<file path="config.mk">
export PLATFORM = sky130hd
export DESIGN_NAME = rv32i_to_rvc_compressor_core
export DESIGN_NICKNAME = d
export VERILOG_FILES = /design/src/hw/rtl/rvc_cmp_pkg.sv /design/src/hw/rtl/rvc_cmp_decode.sv /design/src/hw/rtl/rv32i_to_rvc_compressor_core.sv
export SDC_FILE = /design/constraint.sdc
export NUM_CORES = 1
export LEC_CHECK = 0
export BUFFER_PORTS_ARGS = -buffer_cell sky130_fd_sc_hd__buf_2
export CORE_ASPECT_RATIO = 1.1
export CORE_MARGIN = 3
export CORE_UTILIZATION = 59
export CTS_CLUSTER_DIAMETER = 40
export CTS_CLUSTER_SIZE = 10
export DETAILED_ROUTE_END_ITERATION = 16
export PLACE_DENSITY = 0.95
export SYNTH_ARGS = -nofsm -noshare
export SYNTH_HDL_FRONTEND = slang
export SYNTH_SLANG_ARGS = --single-unit
</file>
<file path="constraint.sdc">
create_clock -name aclk -period 8.5 [get_ports aclk]
set_input_delay 2.125 -clock aclk [delete_from_list [all_inputs] [get_ports aclk]]
set_output_delay 2.125 -clock aclk [all_outputs]
set_load 0.1 [all_outputs]
</file>
<file path="src/hw/rtl/rvc_cmp_pkg.sv">
// Shared types and encoding constants for the RV32I to RVC compressor.
// Used by rvc_cmp_decode and rv32i_to_rvc_compressor_core; depends on nothing.
`default_nettype none

package rvc_cmp_pkg;

    localparam int unsigned INSTR_W  = 32;
    localparam int unsigned OFFSET_W = 21;
    localparam int unsigned S_DATA_W = 56;
    localparam int unsigned M_DATA_W = 32;

    // Major opcodes handled by the compressor.
    localparam logic [6:0] OPC_OP     = 7'h33;
    localparam logic [6:0] OPC_LUI    = 7'h37;
    localparam logic [6:0] OPC_OP_IMM = 7'h13;
    localparam logic [6:0] OPC_JAL    = 7'h6f;
    localparam logic [6:0] OPC_JALR   = 7'h67;
    localparam logic [6:0] OPC_LOAD   = 7'h03;
    localparam logic [6:0] OPC_STORE  = 7'h23;
    localparam logic [6:0] OPC_BRANCH = 7'h63;

    // funct3 codes.
    localparam logic [2:0] F3_ADD  = 3'd0;
    localparam logic [2:0] F3_SLL  = 3'd1;
    localparam logic [2:0] F3_WORD = 3'd2;
    localparam logic [2:0] F3_RSV3 = 3'd3;
    localparam logic [2:0] F3_XOR  = 3'd4;
    localparam logic [2:0] F3_SR   = 3'd5;
    localparam logic [2:0] F3_OR   = 3'd6;
    localparam logic [2:0] F3_AND  = 3'd7;
    localparam logic [2:0] F3_BEQ  = 3'd0;
    localparam logic [2:0] F3_BNE  = 3'd1;

    // funct7 codes.
    localparam logic [6:0] F7_BASE = 7'h00;
    localparam logic [6:0] F7_ALT  = 7'h20;

    // RVC funct2 codes for the CA and CB arithmetic groups.
    localparam logic [1:0] FN2_SUB_SRLI = 2'd0;
    localparam logic [1:0] FN2_XOR_SRAI = 2'd1;
    localparam logic [1:0] FN2_OR_ANDI  = 2'd2;
    localparam logic [1:0] FN2_AND      = 2'd3;

    typedef struct packed {
        logic [INSTR_W-1:0] result_word;
        logic               is_compressed;
    } rvc_result_t;

endpackage

`default_nettype wire

</file>
<file path="src/hw/rtl/rvc_cmp_decode.sv">
// Combinational decode and re-encode of one RV32I word into RVC form.
// Depends on rvc_cmp_pkg for opcodes, codes and the result struct.
`default_nettype none

module rvc_cmp_decode
    import rvc_cmp_pkg::*;
(
    input  wire logic [INSTR_W-1:0]  instr_word,
    input  wire logic [OFFSET_W-1:0] rel_offset,
    output rvc_result_t              result
);

    logic [6:0]  op;
    logic [4:0]  rd;
    logic [2:0]  f3;
    logic [4:0]  rs1;
    logic [4:0]  rs2;
    logic [6:0]  f7;
    logic        imm_fits6;
    logic        imm_zero;
    logic        rd_creg;
    logic        rs1_creg;
    logic        rs2_creg;
    logic [1:0]  fn2;
    logic        fn2_ok;
    logic [15:0] c;
    logic [31:0] br_rewrite;

    assign op  = instr_word[6:0];
    assign rd  = instr_word[11:7];
    assign f3  = instr_word[14:12];
    assign rs1 = instr_word[19:15];
    assign rs2 = instr_word[24:20];
    assign f7  = instr_word[31:25];

    // A 12-bit immediate lies in -32..31 when its top seven bits are all copies of bit 5.
    assign imm_fits6 = (instr_word[31:25] == {7{instr_word[25]}});
    assign imm_zero  = (instr_word[31:20] == 12'd0);
    assign rd_creg   = (rd[4:3] == 2'b01);
    assign rs1_creg  = (rs1[4:3] == 2'b01);
    assign rs2_creg  = (rs2[4:3] == 2'b01);

    // The relocated offset replaces the B-type offset fields of a long branch.
    assign br_rewrite = {rel_offset[20], rel_offset[9:4], instr_word[24:12],
                         rel_offset[3:0], rel_offset[10], instr_word[6:0]};

    always_comb begin
        fn2    = FN2_SUB_SRLI;
        fn2_ok = 1'b0;
        c      = 16'd0;
        result.result_word   = instr_word;
        result.is_compressed = 1'b0;
        case (op)
            OPC_OP: begin
                case (f3)
                    F3_ADD: begin fn2 = FN2_SUB_SRLI; fn2_ok = 1'b1; end
                    F3_XOR: begin fn2 = FN2_XOR_SRAI; fn2_ok = 1'b1; end
                    F3_OR:  begin fn2 = FN2_OR_ANDI;  fn2_ok = 1'b1; end
                    F3_AND: begin fn2 = FN2_AND;      fn2_ok = 1'b1; end
                    default: begin fn2 = FN2_SUB_SRLI; fn2_ok = 1'b0; end
                endcase
                if (f3 == F3_ADD && f7 == F7_BASE) begin
                    if (rd != 5'd0 && rs2 != 5'd0 && (rd == rs1 || rs1 == 5'd0)) begin
                        c = {3'b100, (rs1 != 5'd0), rd, rs2, 2'b10};
                        result.result_word   = {16'd0, c};
                        result.is_compressed = 1'b1;
                    end
                end else if (f7 == F7_BASE || (f3 == F3_ADD && f7 == F7_ALT)) begin
                    if (fn2_ok && rd == rs1 && rd_creg && rs2_creg) begin
                        c = {6'b100011, rs1[2:0], fn2, rs2[2:0], 2'b01};
                        result.result_word   = {16'd0, c};
                        result.is_compressed = 1'b1;
                    end
                end
            end
            OPC_LUI: begin
                if (rd != 5'd0 && rd != 5'd2 &&
                    instr_word[31:17] == {15{instr_word[17]}} &&
                    instr_word[31:12] != 20'd0) begin
                    c = {3'b011, instr_word[31], rd, instr_word[16:12], 2'b01};
                    result.result_word   = {16'd0, c};
                    result.is_compressed = 1'b1;
                end
            end
            OPC_OP_IMM: begin
                if (f3 == F3_ADD) begin
                    if (rs1 == 5'd0 && rd != 5'd0 && imm_fits6) begin
                        c = {3'b010, instr_word[31], rd, instr_word[24:20], 2'b01};
                        result.result_word   = {16'd0, c};
                        result.is_compressed = 1'b1;
                    end else if (rd == rs1 && rd != 5'd0 && !imm_zero && imm_fits6) begin
                        c = {3'b000, instr_word[31], rd, instr_word[24:20], 2'b01};
                        result.result_word   = {16'd0, c};
                        result.is_compressed = 1'b1;
                    end
                end else if (f3 == F3_SLL) begin
                    if (f7 == F7_BASE && rd == rs1 && rd != 5'd0) begin
                        c = {4'b0000, rd, instr_word[24:20], 2'b10};
                        result.result_word   = {16'd0, c};
                        result.is_compressed = 1'b1;
                    end
                end else if (f3 inside {F3_SR, F3_AND}) begin
                    if (f3 == F3_AND) begin
                        fn2    = FN2_OR_ANDI;
                        fn2_ok = imm_fits6;
                    end else if (f7 == F7_BASE) begin
                        fn2    = FN2_SUB_SRLI;
                        fn2_ok = 1'b1;
                    end else if (f7 == F7_ALT) begin
                        fn2    = FN2_XOR_SRAI;
                        fn2_ok = 1'b1;
                    end else begin
                        fn2    = FN2_SUB_SRLI;
                        fn2_ok = 1'b0;
                    end
                    if (fn2_ok && rd == rs1 && rd_creg) begin
                        c = {3'b100, (f3 == F3_AND) & instr_word[31], fn2, rd[2:0],
                             instr_word[24:20], 2'b01};
                        result.result_word   = {16'd0, c};
                        result.is_compressed = 1'b1;
                    end
                end
            end
            OPC_JALR: begin
                if ((rd == 5'd0 || rd == 5'd1) && rs1 != 5'd0 && imm_zero) begin
                    c = {3'b100, (rd == 5'd1), rs1, 5'd0, 2'b10};
                    result.result_word   = {16'd0, c};
                    result.is_compressed = 1'b1;
                end
            end
            OPC_LOAD: begin
                // Offset 0..124 and word aligned: bits 11:7 and 1:0 of the immediate are zero.
                if (f3 == F3_WORD && rd_creg && rs1_creg &&
                    instr_word[31:27] == 5'd0 && instr_word[21:20] == 2'd0) begin
                    c = {3'b010, instr_word[25], instr_word[24], instr_word[23], rs1[2:0],
                         instr_word[22], instr_word[26], rd[2:0], 2'b00};
                    result.result_word   = {16'd0, c};
                    result.is_compressed = 1'b1;
                end
            end
            OPC_STORE: begin
                if (f3 == F3_WORD && rs1_creg && rs2_creg &&
                    instr_word[31:27] == 5'd0 && instr_word[8:7] == 2'd0) begin
                    c = {3'b110, instr_word[25], instr_word[11], instr_word[10], rs1[2:0],
                         instr_word[9], instr_word[26], rs2[2:0], 2'b00};
                    result.result_word   = {16'd0, c};
                    result.is_compressed = 1'b1;
                end
            end
            OPC_BRANCH: begin
                if (f3 == F3_WORD || f3 == F3_RSV3) begin
                    result.result_word = instr_word;
                end else if ((f3 == F3_BEQ || f3 == F3_BNE) && rs1_creg && rs2 == 5'd0) begin
                    c = {2'b11, (f3 == F3_BNE), rel_offset[20], rel_offset[3], rel_offset[2],
                         rs1[2:0], rel_offset[6], rel_offset[5], rel_offset[1],
                         rel_offset[0], rel_offset[4], 2'b01};
                    result.result_word   = {16'd0, c};
                    result.is_compressed = 1'b1;
                end else begin
                    result.result_word = br_rewrite;
                end
            end
            OPC_JAL: begin
                if (rd == 5'd0 || rd == 5'd1) begin
                    c = {(rd == 5'd0), 2'b01, rel_offset[20], rel_offset[3], rel_offset[8],
                         rel_offset[7], rel_offset[9], rel_offset[5], rel_offset[6],
                         rel_offset[2], rel_offset[1], rel_offset[0], rel_offset[4], 2'b01};
                    result.result_word   = {16'd0, c};
                    result.is_compressed = 1'b1;
                end
            end
            default: begin
                result.result_word   = instr_word;
                result.is_compressed = 1'b0;
            end
        endcase
    end

endmodule

`default_nettype wire

</file>
<file path="src/hw/rtl/rv32i_to_rvc_compressor_core.sv">
// Top level of the RV32I to RVC compressor: input register, decode, result register.
// Depends on rvc_cmp_pkg and rvc_cmp_decode.
// The accepted item is registered in stage one, then decoded and registered in stage two,
// whose valid flag drives m_tvalid.
// Throughput is one item per cycle; the pipeline only stalls when m_tready is held low.
// Reset (aresetn low, synchronous) empties both pipeline stages; payload is not cleared.
`default_nettype none

module rv32i_to_rvc_compressor_core
    import rvc_cmp_pkg::*;
(
    input  wire logic                aclk,
    input  wire logic                aresetn,
    // Input item stream.
    input  wire logic                s_tvalid,
    output      logic                s_tready,
    input  wire logic [S_DATA_W-1:0] s_tdata,   // [31:0] instr_word, [52:32] rel_offset, zero pad
    // Result item stream.
    output      logic                m_tvalid,
    input  wire logic                m_tready,
    output      logic [M_DATA_W-1:0] m_tdata,   // [31:0] result_word
    output      logic                m_tuser    // [0] is_compressed
);

    // Stage one holds the accepted item; stage two holds the finished result.
    logic                s1_valid_reg;
    logic                s1_valid_next;
    logic [INSTR_W-1:0]  s1_instr_reg;
    logic [OFFSET_W-1:0] s1_offset_reg;
    logic                s2_valid_reg;
    logic                s2_valid_next;
    rvc_result_t         s2_result_reg;
    rvc_result_t         dec_result;
    logic                s1_free;
    logic                s2_free;

    // Each stage may take a new item when it is empty or when its contents move on
    // in the same cycle, so a full pipeline still accepts one item per cycle while m_tready is high.
    assign s2_free  = !s2_valid_reg || m_tready;
    assign s1_free  = !s1_valid_reg || s2_free;
    assign s_tready = s1_free;

    assign s1_valid_next = s1_free ? s_tvalid : s1_valid_reg;
    assign s2_valid_next = s2_free ? s1_valid_reg : s2_valid_reg;

    always_ff @(posedge aclk) begin
        if (!aresetn) begin
            s1_valid_reg <= 1'b0;
            s2_valid_reg <= 1'b0;
        end else begin
            s1_valid_reg <= s1_valid_next;
            s2_valid_reg <= s2_valid_next;
        end
    end

    // Payload registers load only when an item actually moves into the stage.
    always_ff @(posedge aclk) begin
        if (s_tvalid && s1_free) begin
            s1_instr_reg  <= s_tdata[INSTR_W-1:0];
            s1_offset_reg <= s_tdata[INSTR_W+OFFSET_W-1:INSTR_W];
        end
        if (s1_valid_reg && s2_free) begin
            s2_result_reg <= dec_result;
        end
    end

    // All of the compression work sits between the two stages.
    rvc_cmp_decode u_decode (
        .instr_word (s1_instr_reg),
        .rel_offset (s1_offset_reg),
        .result     (dec_result)
    );

    assign m_tvalid = s2_valid_reg;
    assign m_tdata  = s2_result_reg.result_word;
    assign m_tuser  = s2_result_reg.is_compressed;

    // An item leaving stage one must arrive in stage two with its decoded result.
    a_s1_to_s2: assert property (@(posedge aclk) disable iff (!aresetn)
        s1_valid_reg && s2_free |=> s2_valid_reg && s2_result_reg == $past(dec_result))
        else $error("decoded result not captured in result stage");

    // A compressed result never carries anything in the upper halfword.
    a_upper_zero: assert property (@(posedge aclk) disable iff (!aresetn)
        s2_valid_reg && s2_result_reg.is_compressed |-> s2_result_reg.result_word[31:16] == 16'd0)
        else $error("compressed result has nonzero upper halfword");

    // A blocked stage one keeps its item untouched.
    a_s1_hold: assert property (@(posedge aclk) disable iff (!aresetn)
        s1_valid_reg && !s2_free |=> s1_valid_reg && $stable(s1_instr_reg)
            && $stable(s1_offset_reg))
        else $error("stage one item lost while blocked");

    // Input backpressure only appears when both stages are occupied.
    a_ready_full: assert property (@(posedge aclk) disable iff (!aresetn)
        !s_tready |-> s1_valid_reg && s2_valid_reg && !m_tready)
        else $error("input stalled with room in the pipeline");

endmodule

`default_nettype wire
</file>
==> results.md, run 1 <==
* Status: complete, no violations
* Post-synthesis cell type count at 70
* Clock skew at between 0.015 and 0.02 ns
* Die width at 87.55 um
* Number of I/O port buffers at 82
* Clock Tree Root: clkbuf_8
* CTS sink count at 79
* Area of the core at 7047 sq um
* Layout area overhead at 15.22%
* Drt via density at 7.020
* Dpl cells at 535
* Layout Cells excl Fill at 551
* Number of synthesized register bits at slightly below 80
* DR pass1 iterations at 5
* Layout cells sized above 1 at 25.54%
* Top cells by area, synth: edfxtp_1 (54%), nand4_1 (2.3%), nand2_1 (2.3%)
* Type of destination of the critical path: output pin
* Synth top area share at around 54%
* H-tree depth at 3
* Die H at roughly 96 um
* Die Area at 8378 sq um
* RSZ-0062 raised after global routing: false
* CTS tree: built
* Antenna cells at 0
* CP Max Fanout at 4
* Startpoint type of the worst setup path: input pin
* Clock-pin slew on the worst setup and hold paths at around 0.08 ns
* Number of synthesized flops with an enable pin at 77
* FP Rows at 32
* CTS Buffer Depth at 2
* Critical path data arrival time at 2.91 ns
* Worst endpoint required time at between 6 and 7 ns
* Hold WC Path Type: flop to flop
* Cts bufs inserted at 9
* Fraction of registers with async set/reset at 0%
* Final Cycle Share at 59.23%
* Initial antenna violation count at 0
* Slew HR at 26.32%
* Vias in the first global route at 3600
* Routed WL at 13450 um
* Max-cap violations at 0
* PwrDens at 180.1 nW/um^2
* Number of synthesis warnings at 0
* # Post-CTS Setup Buffers at 0
* Syn_nets at 446
* Crit Path Class: input pin to output pin
* Fin. Hold Viols at 0
* Primary FF master, synth: edfxtp_1
* Nets at ~520
* Period minus WS final at 5.035 ns
* Max IR drop VDD at 0.1804 mV
* DR iter-0 viols at 520
* Final setup fails at 0
* Post-CTS sizing at 0
* Routability cong. at 1.019
* First-pass GRT wire length at 20110 um
* Largest net degree at the start of global routing at between 40 and 50
* Gr ovfl total at 0
* Mapped cell area at between 4000 and 5000 sq um
* Sequential area share after synthesis at 54.51%
* Via count at 3868
* Max frequency at 0.1986 GHz
* Routed len/inst at 24.40 um
* DRT antenna net count at 0
* Avg Inst Size Synth at 11.24 sq um
* Hold_buf cts at 0
* Final slew viol count at 0
* Clock Latency Late Sink at roughly 0.36 ns
* IO Pins at 95
* Dpl hpwl at between 9000 and 10000 um
* Initial core utilization at around 61%
* Global Route Usage Sum at 32.77%
* Cell taking the most area after synthesis: edfxtp_1
* DRC violations left at 0
* Synthesized instance count at 384
* Worst-Margin Slew at roughly 1.1 ns
* Leakage at ~1.9 nW
* Filler cell count at 538
* Setup TNS at 0 ns
## per-stage QoR
step	setup slack [ns]	util (%)	area [sq um]	power (mW)	hold slack (ns)
after global routing	3.431	70.56	4972	0.9173	0.5601
after global placement	3.533	67.79	4777	0.6154	0.4844
final	3.465	70.56	4972	0.8954	0.5338
after detailed placement	3.477	67.79	4777	0.6188	0.5183
after floorplan	3.472	-	4315	0.5803	0.4768
after CTS	3.477	70.56	4972	0.8949	0.5412
## path summary, 6_finish.rpt
| check | to | cells after the start | slack [ns] | from |
|---|---|---|---|---|
| max | s_tready | 4 | 3.47 | m_tready |
| min | m_tvalid$_SDFFE_PN0P_ | 1 | 0.53 | s1_valid_reg$_SDFFE_PN0N_ |
| max reg2reg | m_tdata[25]$_DFFE_PP_ | 7 | 4.50 | s1_instr_reg[13]$_DFFE_PP_ |
| min reg2reg | m_tvalid$_SDFFE_PN0P_ | 1 | 0.53 | s1_valid_reg$_SDFFE_PN0N_ |
## power breakdown
part / total [mW] / switching [mW] / internal (mW)
Clock: 0.283 / 0.145 / 0.137
Sequential: 0.480 / 0.0263 / 0.454
Combinational: 0.133 / 0.0990 / 0.0339
## synth_stat cells (all sizes together) (5+ instances only)
cell type / count
a22o: 9
nor4b: 7
a221o: 6
xnor2: 5
nand3: 10
or4: 5
edfxtp: 77
buf: 5
nand4: 16
nor4: 8
nand2: 26
clkbuf: 13
nor2: 24
and2: 6
o21ai: 12
nand3b: 5
a21oi: 20
nor3: 14
a221oi: 5
and3: 5
a211oi: 5
a31oi: 5
nor2b: 8
inv: 15
a21o: 5
## kinds of logic (layout without fill, tap and decap cells)
kind of cell    after synthesis  count (layout)  share of synthesized area, %
compound gates              109             109                         19.22
xor+xnor                      5               5                         1.015
fa+ha+maj                     2               2                        0.5798
buf+inv                      33             115                         3.131
flops                        79              79                         54.51
mux                           3               3                        0.6959
simple gates                153             153                         20.85
## layout by cell type (no fill, tap or decap), drive strengths merged, types with 3 or more instances in the layout
cell type	netlist	final
buf	5	84
edfxtp	77	77
nand2	26	26
nor2	24	24
a21oi	20	20
inv	15	17
nand4	16	16
nor3	14	14
o21ai	12	12
nand3	10	10
clkbuf	13	10
a22o	9	9
nor4	8	8
nor2b	8	8
nor4b	7	7
a221o	6	6
and2	6	6
a221oi	5	5
nand3b	5	5
a21o	5	5
a31oi	5	5
and3	5	5
xnor2	5	5
or4	5	5
a211oi	5	5
or2	4	4
o21a	4	4
o2111ai	4	4
or3	4	4
nand2b	3	3
a22oi	3	3
mux2i	3	3
a211o	3	3
a21boi	3	3
a2111oi	3	3
a31o	3	3
## critical path, cell delays in order
cell and delay (ns):
buf_2 0.10, nor2b_1 0.28, nand2_1 0.10, buf_2 0.30
## final cells by class
type	count	area [sq um]	area share, %
clock buffer	10	127.6	2.567
timing repair buffer	84	425.4	8.556
inverter	15	56.30	1.132
tap	85	106.4	2.139
sequential	79	2352	47.31
clock inverter	6	67.56	1.359
multi-input combinational	272	1837	36.94
## layer usage
| metal | GRT usage, % | share of wire (%) | wire length, um | vias up |
|---|---|---|---|---|
| li1 | - | - | - | 1699 |
| met5 | 0 | 0 | 0 | - |
| met3 | 5.822 | 11 | 1495 | 38 |
| met2 | 52.14 | 48 | 6389 | 310 |
| met4 | 12.40 | 2.9 | 385 | 0 |
| met1 | 44.95 | 38 | 5174 | 1821 |
Power figures use the tool's default switching activity.
==> run 2: changes to the inputs <==
--- a/config.mk
+++ b/config.mk
@@ -8,11 +8,11 @@
 export BUFFER_PORTS_ARGS = -buffer_cell sky130_fd_sc_hd__buf_2
 export CORE_ASPECT_RATIO = 1.1
 export CORE_MARGIN = 3
-export CORE_UTILIZATION = 59
+export CORE_UTILIZATION = 49
 export CTS_CLUSTER_DIAMETER = 40
 export CTS_CLUSTER_SIZE = 10
 export DETAILED_ROUTE_END_ITERATION = 16
-export PLACE_DENSITY = 0.95
+export PLACE_DENSITY = 0.85
 export SYNTH_ARGS = -nofsm -noshare
 export SYNTH_HDL_FRONTEND = slang
 export SYNTH_SLANG_ARGS = --single-unit
==> constraint.sdc (replaced) <==
create_clock -name aclk -period 4.1 [get_ports aclk]
set_input_delay 1.025 -clock aclk [delete_from_list [all_inputs] [get_ports aclk]]
set_output_delay 1.025 -clock aclk [all_outputs]
set_load 0.1 [all_outputs]
==> run 2 against run 1 <==
Worst hold slack better by 0.0014 ns; sequential share of layout area decreased by 1.0 points; die area up 19%; global-route usage is 5.0 points lower; routed wire length is 1.9% lower; critical path type is now flop to flop; non-clock buffer count grew 12; utilization shrank 11 points; register-to-register slack worse by 4.0 ns; critical path depth increased by 5; design area rose by 2.2%; largest cell class unchanged; largest power group unchanged.
==> results.md, run 2 (same netlist as run 1, synthesis figures left out) <==
* Antenna cells at 0 (unchanged)
* Sequential share of power at 54.1% (+0.5 points)
* Post-CTS sizing at 0 (unchanged)
* DRT antenna net count at 0 (unchanged)
* Hold_buf cts at 0 (unchanged)
* Clock-pin slew on the worst setup and hold paths at 0.09 ns (about the same)
* DR iter-0 viols at 426 (-18%)
* Hold WC Path Type: flop to flop
* Max frequency at 0.2794 GHz
* Layout cells sized above 1 at 27.41% (+1.9 points)
* Core Util, Final at 59.84% (-11 points)
* Place WS at 0.6295 ns (-2.847 ns)
* Routed WL at 13200 um (-1.9%)
* Final Cycle Share at 87.28%
* CTS sink count at 79 (unchanged)
* First-pass GRT wire length at 20660 um (+2.7%)
* CP Max Fanout at 6 (+2)
* DR pass1 iterations at 6 (+1)
* DRC violations left at 0 (unchanged)
* Slew HR at 37.10% (+11 points)
* IO Pins at 95 (unchanged)
* Status: complete, no violations
* Most common cell after layout, fill and taps aside: buf_2
* Clock power frac at 30.0% (-1.6 points)
* Cts bufs inserted at 9 (unchanged)
* FF-to-FF setup slack at 0.52 ns (-3.98 ns)
* Via count at 3844 (-0.62%)
* Number of I/O port buffers at 82 (unchanged)
* Worst-Margin Slew at 0.9434 ns (-0.1517 ns)
* Nets at 535 (+2.3%)
* Clock Latency Late Sink at 0.36 ns (about the same)
* Area of the core at 8496 sq um (+21%)
* Worst endpoint required time at 4.22 ns (-2.16 ns)
* Overall power at 1.820 mW (+100%)
* RSZ-0062 raised after global routing: false
* CTS tree: built
* Final slew viol count at 0 (unchanged)
* Max incr delay on CP at 0.51 ns (+0.21 ns)
* FP Rows at 35 (+9.4%)
* Switching Share at 30.85% (+0.64 points)
* Routability cong. at 1.014 (-0.51%)
* Die H at 104.4 um (+9.1%)
* PwrDens at 358.1 nW/um^2 (+99%)
* Max-cap violations at 0 (unchanged)
* Max IR drop VDD at 0.2479 mV (+37%)
* Dpl cells at 573 (+7.1%)
* Critical path data arrival time at 3.70 ns (+0.79 ns)
* Final setup fails at 0 (unchanged)
* Fin. Hold Viols at 0 (unchanged)
* Period minus WS final at 3.579 ns
* Largest net degree at the start of global routing at 45 (unchanged)
* Initial antenna violation count at 0 (unchanged)
* Layout area overhead at 17.80%
* Slowest-stage cell, CP: nor4b_2
* Die width at 95.48 um (+9.1%)
* Leakage at 1.930 nW (+3.0%)
* PnR worst setup slack at 0.5214 ns (-2.944 ns)
* Cell Int Power at 1.259 mW (+100%)
* Drt via density at 6.526 (-7.0%)
* Layout Cells excl Fill at 589 (+6.9%)
* Type of destination of the critical path: flop
* Vias in the first global route at 3606 (+0.17%)
* Combinational power share at 15.9% (+1.1 points)
* Gr ovfl total at 0 (unchanged)
* Startpoint type of the worst setup path: flop
* Commonest non-fill, non-tap cells in the layout: buf_2 (82), edfxtp_1 (77), nand2_1 (26)
* # Post-CTS Setup Buffers at 0 (unchanged)
* H-tree depth at 3 (unchanged)
* Sw Pwr at 0.5615 mW (+110%)
* Clock Tree Root: clkbuf_8
* Die Area at 9970 sq um (+19%)
* CTS Buffer Depth at 2 (unchanged)
* Crit Path Class: flop to flop
* Cells along the critical path: inv_1 > ha_1 > nor4b_2 > o21ai_0 > o21ai_1 > nand4_1 > a211oi_1 > o2111ai_1 > a22o_1
* Routed len/inst at 22.40 um (-8.2%)
* Global Route Usage Sum at 27.74% (-5.0 points)
* Initial core utilization at 50.80% (-10 points)
* Dpl hpwl at 10100 um (+1.2%)
* Clock skew at 0.01084 ns (-0.004714 ns)
* Setup TNS at 0 ns (unchanged)
## run 2: changes by cell type in the layout (fill, tap and decap cells not counted), sizes merged
cell,change
clkinv,+2
clkinvlp,-1
bufinv,-1
buf,+12
## run 2: final cells by class
type | instances | area (sq um)
clock buffers | 10 | 137.6
clock inverters | 6 | 51.30
fillers | 703 | 3412
inverters | 15 | 56.30
multi-input cells | 272 | 1832
flip-flops and latches | 79 | 2352
well taps | 111 | 138.9
repair buffers | 96 | 515.5
## run 2: worst paths after layout
check,startpoint,endpoint,depth (start not counted)
worst max register to register,s1_instr_reg[17]$_DFFE_PP_,m_tdata[30]$_DFFE_PP_,9
worst max-delay path,s1_instr_reg[17]$_DFFE_PP_,m_tdata[30]$_DFFE_PP_,9
worst min register to register,s1_valid_reg$_SDFFE_PN0N_,m_tvalid$_SDFFE_PN0P_,1
worst min-delay path,s1_valid_reg$_SDFFE_PN0N_,m_tvalid$_SDFFE_PN0P_,1
## run 2: layer usage
layer	wire length, um	global-route usage, %	up-vias
li1	-	-	1730
met4	571	12.30	0
met3	1194	5.572	39
met1	5330	39.33	1835
met5	0	0	-
met2	6100	40.97	240
## run 2: metrics by stage
stage,cell area [sq um],hold slack [ns]
detailed placement,4895,0.5082
global placement,4895,0.4872
CTS,5084,0.5348
finish,5084,0.5352
floorplan,4315,0.4768
global route,5084,0.5707
## run 2: worst max-delay path: cells and delay by family, from the launching register on
kind	cells	cell delay, ns
AO/OA/AOI/OAI	5	1.73
adder cells (fa/ha/maj)	1	0.16
buffers and inverters	1	0.17
flip-flops	1	0.49
AND/OR/NAND/NOR	2	0.80
## run 2: power by group through the flow
| stage | clock [mW] | sequential (mW) | combinational (mW) |
|---|---|---|---|
| floorplan | 0 | 1.10 | 0.101 |
| global placement | 0 | 0.999 | 0.283 |
| detailed placement | 0 | 1.00 | 0.287 |
| CTS | 0.557 | 0.983 | 0.288 |
| global route | 0.600 | 0.989 | 0.306 |
| finish | 0.546 | 0.984 | 0.289 |
==> run 3: changes to the inputs <==
--- a/config.mk
+++ b/config.mk
@@ -8,11 +8,12 @@
 export BUFFER_PORTS_ARGS = -buffer_cell sky130_fd_sc_hd__buf_2
 export CORE_ASPECT_RATIO = 1.1
 export CORE_MARGIN = 3
-export CORE_UTILIZATION = 49
+export CORE_UTILIZATION = 51
+export CTS_BUF_LIST = sky130_fd_sc_hd__clkbuf_2
 export CTS_CLUSTER_DIAMETER = 40
 export CTS_CLUSTER_SIZE = 10
 export DETAILED_ROUTE_END_ITERATION = 16
-export PLACE_DENSITY = 0.85
+export PLACE_DENSITY = 0.88
 export SYNTH_ARGS = -nofsm -noshare
 export SYNTH_HDL_FRONTEND = slang
 export SYNTH_SLANG_ARGS = --single-unit
==> run 3 against run 2 <==
Setup slack worse by 0.036 ns; first-iteration DRC count is 26% higher; cell count is 1.2% lower; utilization is 1.7 points higher; global-route usage is 0.40 points lower; combinational power is 1% lower; total power is 8.0% lower; maximum frequency is 1.0% lower; routed wire length is 1.8% lower; largest power group unchanged; highest routed layer unchanged.
==> results.md, run 3 (same netlist as run 1, synthesis figures left out) <==
* # Post-CTS Setup Buffers at 0 (unchanged)
* Drt via density at 6.730 (+3.1%)
* Clock Tree Root: clkbuf_2
* Cell Int Power at 1.107 mW (-12%)
* First-pass GRT wire length at 19620 um (-5.0%)
* Hold_buf cts at 0 (unchanged)
* Global Route Usage Sum at 27.34% (-0.40 points)
* Final setup fails at 0 (unchanged)
* Sequential share of power at 59.0% (+4.9 points)
* Worst endpoint required time at 4.43 ns (+0.21 ns)
* Combinational power share at 17.0% (+1.1 points)
* Area of the core at 8083 sq um (-4.9%)
* DRT antenna net count at 0 (unchanged)
* Fin. Hold Viols at 0 (unchanged)
* Clock Latency Late Sink at 0.56 ns (+0.20 ns)
* Period minus WS final at 3.615 ns (+0.03621 ns)
* FP Rows at 34 (-2.9%)
* DRC violations left at 0 (unchanged)
* Die Area at 9602 sq um (-3.7%)
* Overall power at 1.675 mW (-8.0%)
* Via count at 3917 (+1.9%)
* Finished Cell Area at 4974 sq um (-2.2%)
* Die H at 102.5 um (-1.9%)
* Hold WC Path Type: flop to flop
* Clock skew at 0.03300 ns (+0.02216 ns)
* Final Cycle Share at 88.17% (+0.88 points)
* CTS sink count at 79 (unchanged)
* Most common cell after layout, fill and taps aside: buf_2
* Type of destination of the critical path: flop
* Die width at 93.71 um (-1.9%)
* Routed WL at 12960 um (-1.8%)
* CP Max Fanout at 6 (unchanged)
* Leakage at 1.884 nW (-2.4%)
* CTS Buffer Depth at 2 (unchanged)
* Antenna cells at 0 (unchanged)
* FF-to-FF setup slack at 0.49 ns (-0.04 ns)
* Slew HR at 31.99% (-5.1 points)
* Crit Path Class: flop to flop
* Gr ovfl total at 0 (unchanged)
* Max frequency at 0.2766 GHz (-1.0%)
* Layout area overhead at 15.25%
* Post-CTS sizing at 0 (unchanged)
* Sw Pwr at 0.5671 mW (+1.0%)
* Switching Share at 33.87% (+3.0 points)
* Core Util, Final at 61.53% (+1.7 points)
* Critical path data arrival time at 3.95 ns (+0.25 ns)
* RSZ-0062 raised after global routing: false
* Largest net degree at the start of global routing at 45 (unchanged)
* Final slew viol count at 0 (unchanged)
* Max IR drop VDD at 0.2493 mV (+0.59%)
* Layout cells sized above 1 at 27.00% (-0.40 points)
* Status: complete, no violations
* Max-cap violations at 0 (unchanged)
* Cts bufs inserted at 9 (unchanged)
* DR pass1 iterations at 6 (unchanged)
* Initial antenna violation count at 0 (unchanged)
* Setup TNS at 0 ns (unchanged)
* PwrDens at 336.7 nW/um^2 (-6.0%)
* Startpoint type of the worst setup path: flop
* CTS tree: built
* DR iter-0 viols at 538 (+26%)
* Filler cell count at 669 (-4.8%)
* Initial core utilization at 53.39% (+2.6 points)
* Dpl hpwl at 9549 um (-5.4%)
* Commonest non-fill, non-tap cells in the layout: buf_2 (82), edfxtp_1 (77), nand2_1 (26)
* Vias in the first global route at 3575 (-0.86%)
* Routability cong. at 0.9754 (-3.8%)
* Nets at 531 (-0.75%)
* Number of I/O port buffers at 82 (unchanged)
* Worst-Margin Slew at 1.012 ns (+0.06892 ns)
* Routed len/inst at 22.26 um (-0.62%)
* Clock power frac at 24.0% (-6.0 points)
* DP Area at 4867 sq um (-0.56%)
* IO Pins at 95 (unchanged)
* Clock-pin slew on the worst setup and hold paths at 0.24 ns (+0.15 ns)
* H-tree depth at 3 (unchanged)
-- run 3: cell types whose count changed in the layout (fill, tap and decap cells not counted), sizes merged --
cell | previous run | this run
clkinv | 3 | 2
buf | 96 | 92
inv | 17 | 19
clkbuf | 10 | 9
-- run 3: worst paths after layout --
kind | cells past startpoint | start | end
worst min-delay path | 2 | s1_valid_reg$_SDFFE_PN0N_ | s1_valid_reg$_SDFFE_PN0N_
worst min register to register | 2 | s1_valid_reg$_SDFFE_PN0N_ | s1_valid_reg$_SDFFE_PN0N_
worst max register to register | 9 | s1_instr_reg[17]$_DFFE_PP_ | m_tdata[30]$_DFFE_PP_
worst max-delay path | 9 | s1_instr_reg[17]$_DFFE_PP_ | m_tdata[30]$_DFFE_PP_
-- run 3: cell type report --
| type | instances | area, sq um | area share (%) |
|---|---|---|---|
| clock inverters | 7 | 61.31 | 1.233 |
| multi-input cells | 272 | 1838 | 36.96 |
| flip-flops and latches | 79 | 2352 | 47.30 |
| inverters | 15 | 56.30 | 1.132 |
| well taps | 108 | 135.1 | 2.717 |
| repair buffers | 92 | 485.5 | 9.761 |
| clock buffers | 9 | 45.04 | 0.9057 |
-- run 3: per-stage QoR --
stage / hold WS, ns / setup slack [ns] / cells
final: 0.5862 / 0.4852 / 582
after global routing: 0.5580 / 0.1966 / 582
after CTS: 0.5807 / 0.5762 / 582
after detailed placement: 0.5525 / 0.5915 / 566
after global placement: 0.4837 / 0.6707 / 566
after floorplan: 0.4768 / 0.7539 / 384
-- run 3: metal layers --
metal,vias up,part of all wire (%),GRT usage (%)
li1,1719,-,-
met1,1811,38,36.58
met2,328,47,43.20
met3,59,11,4.860
met4,0,4.6,13.56
met5,-,0,0
-- run 3: power groups by stage --
stage	Combinational (mW)	Clock (mW)	Sequential, mW
global placement	0.276	0	1.00
finish	0.285	0.401	0.988
detailed placement	0.282	0	1.00
global route	0.300	0.443	0.991
floorplan	0.101	0	1.10
CTS	0.283	0.404	0.986
-- run 3: worst max-delay path: stages, from the launching register on --
cell and delay [ns]:
edfxtp_1 0.53, inv_1 0.16, ha_1 0.16, nor4b_2 0.48, o21ai_0 0.29, o21ai_1 0.19
nand4_1 0.32, a211oi_1 0.54, o2111ai_1 0.42, a22o_1 0.31
